==> config.mk <==
export PLATFORM = sky130hd
export DESIGN_NAME = adc_window_level_classifier_core
export DESIGN_NICKNAME = d
export VERILOG_FILES = /design/src/rtl/awlc_pkg.sv /design/src/rtl/awlc_ram.sv /design/src/rtl/awlc_stats.sv /design/src/rtl/adc_window_level_classifier_core.sv
export SDC_FILE = /design/constraint.sdc
export NUM_CORES = 1
export LEC_CHECK = 0
export BUFFER_PORTS_ARGS = -buffer_cell sky130_fd_sc_hd__buf_2
export CAP_MARGIN = 5
export CELL_PAD_IN_SITES_DETAIL_PLACEMENT = 1
export CELL_PAD_IN_SITES_GLOBAL_PLACEMENT = 2
export CORE_MARGIN = 4
export CORE_UTILIZATION = 47
export DETAILED_ROUTE_END_ITERATION = 12
export GPL_TIMING_DRIVEN = 1
export PLACE_DENSITY_LB_ADDON = 0.1
export SLEW_MARGIN = 5
export SYNTH_ARGS = -nofsm -noshare
export SYNTH_HDL_FRONTEND = slang
export SYNTH_SLANG_ARGS = --single-unit
==> constraint.sdc <==
create_clock -name clk -period 7.55 [get_ports clk]
set_input_delay 1.51 -clock clk [delete_from_list [all_inputs] [get_ports clk]]
set_output_delay 1.51 -clock clk [all_outputs]
set_load 0.03 [all_outputs]
==> src/rtl/awlc_pkg.sv <==
// ----------------------------------------------------------------------------
// awlc_pkg
// Shared widths, constants and types for the ADC window level classifier.
// ----------------------------------------------------------------------------
package awlc_pkg;

	localparam int DATA_W     = 12;
	// Window length; a power of two so the mean is a plain shift of the sum.
	localparam int WINDOW     = 8;
	localparam int IDX_W      = $clog2(WINDOW);
	localparam int SUM_W      = DATA_W + IDX_W;
	localparam int CNT_W      = $clog2(WINDOW + 1);
	localparam int THR_W      = 4;
	localparam int LEVEL_W    = 2;
	localparam int CFG_IDX_W  = 1;
	localparam int CFG_DATA_W = 12;

	localparam logic [THR_W-1:0]  THR_RESET   = THR_W'(4);
	localparam logic [DATA_W-1:0] LIMIT_RESET = DATA_W'(1706);

	localparam logic [LEVEL_W-1:0] LEVEL_NONE = 2'd0;
	localparam logic [LEVEL_W-1:0] LEVEL_LOW  = 2'd1;
	localparam logic [LEVEL_W-1:0] LEVEL_HIGH = 2'd2;

	localparam logic [CFG_IDX_W-1:0] CFG_COUNT_THRESHOLD = 1'b0;
	localparam logic [CFG_IDX_W-1:0] CFG_LOW_LIMIT       = 1'b1;

	// Window statistics handed from the scan engine to the top level.
	typedef struct packed {
		logic               done;
		logic [LEVEL_W-1:0] level;
		logic [DATA_W-1:0]  mean;
	} awlc_stats_t;

endpackage

==> src/rtl/awlc_ram.sv <==
// ----------------------------------------------------------------------------
// awlc_ram
// Generic single-write, single-read RAM with a registered read port.
// ----------------------------------------------------------------------------
module awlc_ram #(
	parameter int WIDTH = 12,
	parameter int DEPTH = 8
) (
	input  logic                     clk,
	input  logic                     we,
	input  logic [$clog2(DEPTH)-1:0] waddr,
	input  logic [WIDTH-1:0]         wdata,
	input  logic                     re,
	input  logic [$clog2(DEPTH)-1:0] raddr,
	output logic [WIDTH-1:0]         rdata
);

	logic [WIDTH-1:0] mem [DEPTH];

	always_ff @(posedge clk) begin
		if (we) begin
			mem[waddr] <= wdata;
		end
		if (re) begin
			rdata <= mem[raddr];
		end
	end

endmodule

==> src/rtl/awlc_stats.sv <==
// ----------------------------------------------------------------------------
// awlc_stats
// Two-pass scan of the window RAM: max/min/sum, then count above midpoint.
// ----------------------------------------------------------------------------
module awlc_stats (
	input  logic                       clk,
	input  logic                       arst_n,
	input  logic                       start,
	input  logic [awlc_pkg::THR_W-1:0] count_threshold,
	output logic                       rd_en,
	output logic [awlc_pkg::IDX_W-1:0] rd_addr,
	input  logic [awlc_pkg::DATA_W-1:0] rd_data,
	output awlc_pkg::awlc_stats_t      stats
);
	import awlc_pkg::*;

	localparam int CMP_W = (CNT_W > THR_W) ? CNT_W : THR_W;
	localparam logic [IDX_W:0] CNT_END = (IDX_W + 1)'(WINDOW);

	typedef enum logic [2:0] {
		ST_IDLE,
		ST_SCAN,
		ST_MID,
		ST_COUNT,
		ST_FIN
	} state_t;

	state_t              state_q;
	logic [IDX_W:0]      cnt_q;
	logic                dv_q;
	logic [DATA_W-1:0]   hi_q;
	logic [DATA_W-1:0]   lo_q;
	logic [SUM_W-1:0]    sum_q;
	logic [DATA_W-1:0]   mid_q;
	logic [CNT_W-1:0]    above_q;
	logic [LEVEL_W-1:0]  level_q;
	logic [DATA_W-1:0]   mean_q;
	logic                done_q;

	logic                issue;
	logic [DATA_W:0]     hl_sum;

	assign issue   = ((state_q == ST_SCAN) || (state_q == ST_COUNT)) && (cnt_q < CNT_END);
	assign rd_en   = issue;
	assign rd_addr = cnt_q[IDX_W-1:0];
	assign hl_sum  = {1'b0, hi_q} + {1'b0, lo_q};

	assign stats.done  = done_q;
	assign stats.level = level_q;
	assign stats.mean  = mean_q;

	always_ff @(posedge clk or negedge arst_n) begin
		if (!arst_n) begin
			state_q <= ST_IDLE;
			cnt_q   <= '0;
			dv_q    <= 1'b0;
			hi_q    <= '0;
			lo_q    <= '1;
			sum_q   <= '0;
			mid_q   <= '0;
			above_q <= '0;
			level_q <= LEVEL_NONE;
			mean_q  <= '0;
			done_q  <= 1'b0;
		end else begin
			done_q <= 1'b0;
			dv_q   <= issue;
			if (issue) begin
				cnt_q <= cnt_q + 1'b1;
			end
			case (state_q)
				ST_IDLE: begin
					if (start) begin
						cnt_q   <= '0;
						hi_q    <= '0;
						lo_q    <= '1;
						sum_q   <= '0;
						state_q <= ST_SCAN;
					end
				end
				ST_SCAN: begin
					if (dv_q) begin
						if (rd_data > hi_q) hi_q <= rd_data;
						if (rd_data < lo_q) lo_q <= rd_data;
						sum_q <= sum_q + SUM_W'(rd_data);
					end
					// last read data lands in the cycle the counter hits the end
					if (cnt_q == CNT_END) begin
						state_q <= ST_MID;
					end
				end
				ST_MID: begin
					mid_q   <= hl_sum[DATA_W:1];
					cnt_q   <= '0;
					above_q <= '0;
					state_q <= ST_COUNT;
				end
				ST_COUNT: begin
					if (dv_q && (rd_data > mid_q)) begin
						above_q <= above_q + 1'b1;
					end
					if (cnt_q == CNT_END) begin
						state_q <= ST_FIN;
					end
				end
				ST_FIN: begin
					level_q <= (CMP_W'(above_q) > CMP_W'(count_threshold)) ?
						LEVEL_HIGH : LEVEL_LOW;
					mean_q  <= sum_q[IDX_W +: DATA_W];
					done_q  <= 1'b1;
					state_q <= ST_IDLE;
				end
				default: begin
					state_q <= ST_IDLE;
				end
			endcase
		end
	end

endmodule

==> src/rtl/adc_window_level_classifier_core.sv <==
// ----------------------------------------------------------------------------
// adc_window_level_classifier_core
// Windowed ADC level classifier with running peak and low-limit flag.
// ----------------------------------------------------------------------------
// Every accepted sample yields one result beat. Samples go into an eight-entry
// window RAM; a sample that does not close the window has its result beat
// loaded as it is accepted, and that result carries the held level and mean.
// The sample that closes the window starts two read passes over the window
// RAM's single read port (max/min/sum, then a count above the midpoint)
// before its result beat is offered. One item is in work at a time. The peak
// and below_limit fields are always current. Configuration writes take effect
// at once and belong in idle periods.
module adc_window_level_classifier_core (
	input  logic                            clk,
	input  logic                            arst_n,
	input  logic                            cfg_we,
	input  logic [awlc_pkg::CFG_IDX_W-1:0]  cfg_index,
	input  logic [awlc_pkg::CFG_DATA_W-1:0] cfg_data,
	input  logic                            in_valid,
	output logic                            in_ready,
	input  logic [awlc_pkg::DATA_W-1:0]     sample,
	output logic                            out_valid,
	input  logic                            out_ready,
	output logic                            window_done,
	output logic [awlc_pkg::LEVEL_W-1:0]    level,
	output logic [awlc_pkg::DATA_W-1:0]     mean,
	output logic [awlc_pkg::DATA_W-1:0]     peak,
	output logic                            below_limit
);
	import awlc_pkg::*;

	localparam logic [IDX_W-1:0] LAST_IDX = IDX_W'(WINDOW - 1);

	typedef enum logic [1:0] {
		ST_IDLE,
		ST_BUSY,
		ST_POST
	} state_t;

	state_t             state_q;
	logic [THR_W-1:0]   thr_q;
	logic [DATA_W-1:0]  limit_q;
	logic [IDX_W-1:0]   wr_idx_q;
	logic [DATA_W-1:0]  peak_q;
	logic               out_valid_q;
	logic               done_o_q;
	logic [LEVEL_W-1:0] level_o_q;
	logic [DATA_W-1:0]  mean_o_q;
	logic [DATA_W-1:0]  peak_o_q;
	logic               below_o_q;

	logic               out_free;
	logic               accept;
	logic               closes;
	logic               out_load;
	logic [DATA_W-1:0]  peak_nxt;
	logic               rd_en;
	logic [IDX_W-1:0]   rd_addr;
	logic [DATA_W-1:0]  rd_data;
	awlc_stats_t        stats;

	assign out_free = !out_valid_q || out_ready;
	assign in_ready = (state_q == ST_IDLE) && out_free;
	assign accept   = in_valid && in_ready;
	assign closes   = (wr_idx_q == LAST_IDX);
	assign peak_nxt = (sample > peak_q) ? sample : peak_q;
	// a new result beat is loaded this cycle
	assign out_load = (accept && !closes) || ((state_q == ST_POST) && out_free);

	assign out_valid   = out_valid_q;
	assign window_done = done_o_q;
	assign level       = level_o_q;
	assign mean        = mean_o_q;
	assign peak        = peak_o_q;
	assign below_limit = below_o_q;

	awlc_ram #(
		.WIDTH (DATA_W),
		.DEPTH (WINDOW)
	) u_window_ram (
		.clk   (clk),
		.we    (accept),
		.waddr (wr_idx_q),
		.wdata (sample),
		.re    (rd_en),
		.raddr (rd_addr),
		.rdata (rd_data)
	);

	awlc_stats u_stats (
		.clk             (clk),
		.arst_n          (arst_n),
		.start           (accept && closes),
		.count_threshold (thr_q),
		.rd_en           (rd_en),
		.rd_addr         (rd_addr),
		.rd_data         (rd_data),
		.stats           (stats)
	);

	always_ff @(posedge clk or negedge arst_n) begin
		if (!arst_n) begin
			state_q     <= ST_IDLE;
			thr_q       <= THR_RESET;
			limit_q     <= LIMIT_RESET;
			wr_idx_q    <= '0;
			peak_q      <= '0;
			out_valid_q <= 1'b0;
		end else begin
			if (cfg_we) begin
				case (cfg_index)
					CFG_COUNT_THRESHOLD: thr_q   <= cfg_data[THR_W-1:0];
					CFG_LOW_LIMIT:       limit_q <= cfg_data[DATA_W-1:0];
					default: ;
				endcase
			end

			if (out_valid_q && out_ready && !out_load) begin
				out_valid_q <= 1'b0;
			end

			case (state_q)
				ST_IDLE: begin
					if (accept) begin
						peak_q <= peak_nxt;
						if (closes) begin
							wr_idx_q <= '0;
							state_q  <= ST_BUSY;
						end else begin
							wr_idx_q    <= wr_idx_q + 1'b1;
							out_valid_q <= 1'b1;
							done_o_q    <= 1'b0;
							level_o_q   <= stats.level;
							mean_o_q    <= stats.mean;
							peak_o_q    <= peak_nxt;
							below_o_q   <= (peak_nxt <= limit_q);
						end
					end
				end
				ST_BUSY: begin
					if (stats.done) begin
						state_q <= ST_POST;
					end
				end
				ST_POST: begin
					// wait for the output beat to drain before loading
					if (out_free) begin
						out_valid_q <= 1'b1;
						done_o_q    <= 1'b1;
						level_o_q   <= stats.level;
						mean_o_q    <= stats.mean;
						peak_o_q    <= peak_q;
						below_o_q   <= (peak_q <= limit_q);
						state_q     <= ST_IDLE;
					end
				end
				default: begin
					state_q <= ST_IDLE;
				end
			endcase
		end
	end

endmodule

==> summary.md <==
| Metric | Value |
|---|---|
| Status | `complete, no violations` |
| First-pass GRT wire length | `45.54 mm` |
| Met3 WL | `929 um` |
| Highest Clock Rate | `225.5 MHz` |
| R2R cell count | `15` |
| Worst Hold Path Cells | `0` |
| Die X | `169.7 um` |
| VDD IR max | `0.2215 mV` |
| Arr. time, crit path | `4850 ps` |
| Crit start category | `input port` |
| Clk buf depth | `3` |
| WL per Instance | `20.71 um` |
| Post-synth EDFFs | `136` |
| Starting Density | `0.4826` |
| Via density | `5.592` |
| Reg with most FFs | `u_window_ram.mem` |
| H-tree depth | `1` |
| # Post-CTS Setup Buffers | `0` |
| Compound-Gate Fraction of Synth Area | `0.09772` |
| HPWL after detailed placement | `19.70 mm` |
| XOR/XNOR Fraction of Synth Area | `0.01568` |
| Largest family of logic cells by synthesized area | `multiplexers` |
| Unique cell type count in the Yosys netlist | `62` |
| Final Slew Violations | `0` |
| Post-route ant nets | `0` |
| I/O pin cnt | `60` |
| Die area | `28,800 um2` |
| Setup Skew | `8.605 ps` |
| Vias in the first global route | `8,219` |
| Post-route cell area | `13,980 um2` |
| Worst-path clk slew | `60 ps` |
| Critical Path RT | `7970 ps` |
| Pwr dens | `444.5 nW/um2` |
| Initial DRC count | `364` |
| Final setup violation count | `0` |
| Largest regs | `u_window_ram.mem: 96 flops, u_stats.sum_q: 15 flops` |
| Adder-cell area share of the yosys netlist | `0.1081` |
| Count of final hold-check violations | `0` |
| Met1 WL | `12.12 mm` |
| Root Driver | `clkbuf_16` |
| Core box area | `25,470 um2` |
| TritonCTS Buffers | `27` |
| Top FF cell, synth | `edfxtp_1` |
| Layout net count | `1,141` |
| Worst-skew pair later-pin latency | `550 ps` |
| Mapped Nets | `1,061` |
| Yosys warnings | `0` |
| GR Overflow Total | `0` |
| Hold Buf Count CTS | `0` |
| Max reg flops | `96` |
| Area Overhead vs Synth | `13.72%` |
| Asr flop ratio synth | `0.4516` |
| Final RePlAce weighted congestion | `0.7673` |
| Largest net degree at the start of global routing | `60` |
| Crit share post-route | `0.5874` |
| DR vias | `7,594` |
| Commonest non-fill, non-tap cells in the layout | `edfxtp_1, ha_1, dfrtp_1` |
| Final critical-path required period | `4435 ps` |
| Simple-gate portion of the synthesized area | `0.07034` |
| CTS tree | `yes` |
| Placed Area | `13,020 um2` |
| Sequential share of the synthesized area | `0.5622` |
| Commonest non-fill, non-tap cell in the layout | `edfxtp_1` |
| Crit-path max FO | `15` |
| Overall die height | `169.7 um` |
| DR pass1 iterations | `4` |
| Layout cells sized above 1 | `0.2269` |
| Uppermost layer routed | `met4` |
| RSZ-0062 raised after global routing | `no` |
| Mux contribution to synthesized area | `0.1131` |
| Sinks on Clock Net | `248` |
| Leak pwr | `0.005934 uW` |
| Setup TNS | `0 ps` |
| Mean area per synthesized cell | `13.27 um2` |
| Crit Path Class | `input port to register` |
| Gates resized, CTS repair | `0` |
| Flops & latches, synth | `248` |
| Slew @ Worst Pin | `1127 ps` |
| Routed WL | `28.12 mm` |
| Cell Area, Synth | `12,290 um2` |
| Mapped Cells | `926` |
| WL met2 | `14.63 mm` |
| Filler Cell Count | `2,539` |
| Total Routing Usage GR | `0.1991` |
| Std cell rows | `58` |
| Buffers added on ports | `59` |
| DRC viols | `0` |
| Worst min path class | `register to register` |
| Setup crit end kind | `register` |
| Max_cap viols | `0` |
| Slew headroom | `0.2486` |
| Initial antenna violation count | `1` |
-- area by class of cell --
type / count / area, um2 / share of cell area
diodes: 1 / 2.502 / 0.0001790
clock buffers: 39 / 803.3 / 0.05747
clock inverters: 11 / 148.9 / 0.01065
inverters: 75 / 281.5 / 0.02014
multi-input cells: 580 / 5009 / 0.3583
flip-flops and latches: 248 / 6910 / 0.4944
well taps: 330 / 412.9 / 0.02954
repair buffers: 74 / 410.4 / 0.02936
-- power breakdown --
| part | internal, uW | switching (uW) | total [uW] |
|---|---|---|---|
| Sequential | 1870 | 355 | 2220 |
| Combinational | 1190 | 1410 | 2600 |
| Clock | 845 | 542 | 1390 |
| Total | 3910 | 2310 | 6210 |
-- synth_stat cells (all sizes together), types with 12 or more instances --
master | count | share of area
a21oi | 40 | 0.016
buf | 13 | 0.0069
a21o | 28 | 0.017
inv | 75 | 0.023
nand2b | 13 | 0.0078
o22a | 12 | 0.0086
edfxtp | 136 | 0.33
a22o | 12 | 0.0086
nand2 | 65 | 0.020
nor2 | 22 | 0.0067
nor3 | 16 | 0.0065
o21ai | 44 | 0.018
mux4 | 24 | 0.044
dfstp | 19 | 0.041
dfrtp | 93 | 0.19
mux2 | 71 | 0.065
ha | 103 | 0.10
nand4 | 20 | 0.010
-- logic make-up after synthesis --
family | count (synthesis)
flip-flops | 248
adder cells (fa/ha/maj) | 105
AND/OR/NAND/NOR | 172
multiplexers | 100
XOR/XNOR | 22
buffers and inverters | 98
AO/OA/AOI/OAI | 181
-- stage by stage --
| step | std cells | setup slack [ps] | hold slack (ps) | util | power [uW] |
|---|---|---|---|---|---|
| 3_5_place_dp | 1307 | 2521 | 431.3 | 0.5113 | 4884 |
| 6_report | 1358 | 3115 | 445.0 | 0.5488 | 6213 |
| 4_1_cts | 1357 | 3080 | 445.7 | 0.5487 | 6306 |
| 3_3_place_gp | 1307 | 2651 | 426.5 | 0.5113 | 4792 |
| 5_1_grt | 1357 | 2888 | 459.2 | 0.5487 | 6732 |
| 2_1_floorplan | 926 | 3246 | 421.0 | - | 4133 |
-- worst paths after layout --
check	from	to	slack, ps
worst max-delay path	sample[9]	below_limit$_DFFE_PP_	3120
worst min-delay path	u_stats.mean_q[0]$_DFFE_PN0P_	mean[0]$_DFFE_PP_	450
worst max register to register	peak_q[5]$_DFFE_PN0P_	below_limit$_DFFE_PP_	3800
worst min register to register	u_stats.mean_q[0]$_DFFE_PN0P_	mean[0]$_DFFE_PP_	450
max in group asynchronous	arst_n	u_stats.mid_q[0]$_DFFE_PN0P_	5180
min in group asynchronous	arst_n	u_stats.hi_q[8]$_DFFE_PN0P_	1020
-- routing by layer --
metal  track usage  vias to the layer above
met5             0                        -
met4       0.03465                        0
met3       0.03145                       35
met2        0.3544                       88
met1        0.2621                     3870
li1              -                     3601
-- critical path, stage by stage --
cell	delay (ps)
buf_2	180
ha_1	360
a21o_1	180
a21o_1	180
a21oi_1	160
o21ai_1	110
o22ai_2	560
mux2_2	410
ha_1	300
a21o_1	180
a21o_1	170
a21oi_1	200
o211ai_1	120
nand3_1	100
o31a_1	130
No activity file was read; power rests on OpenSTA's default activity.
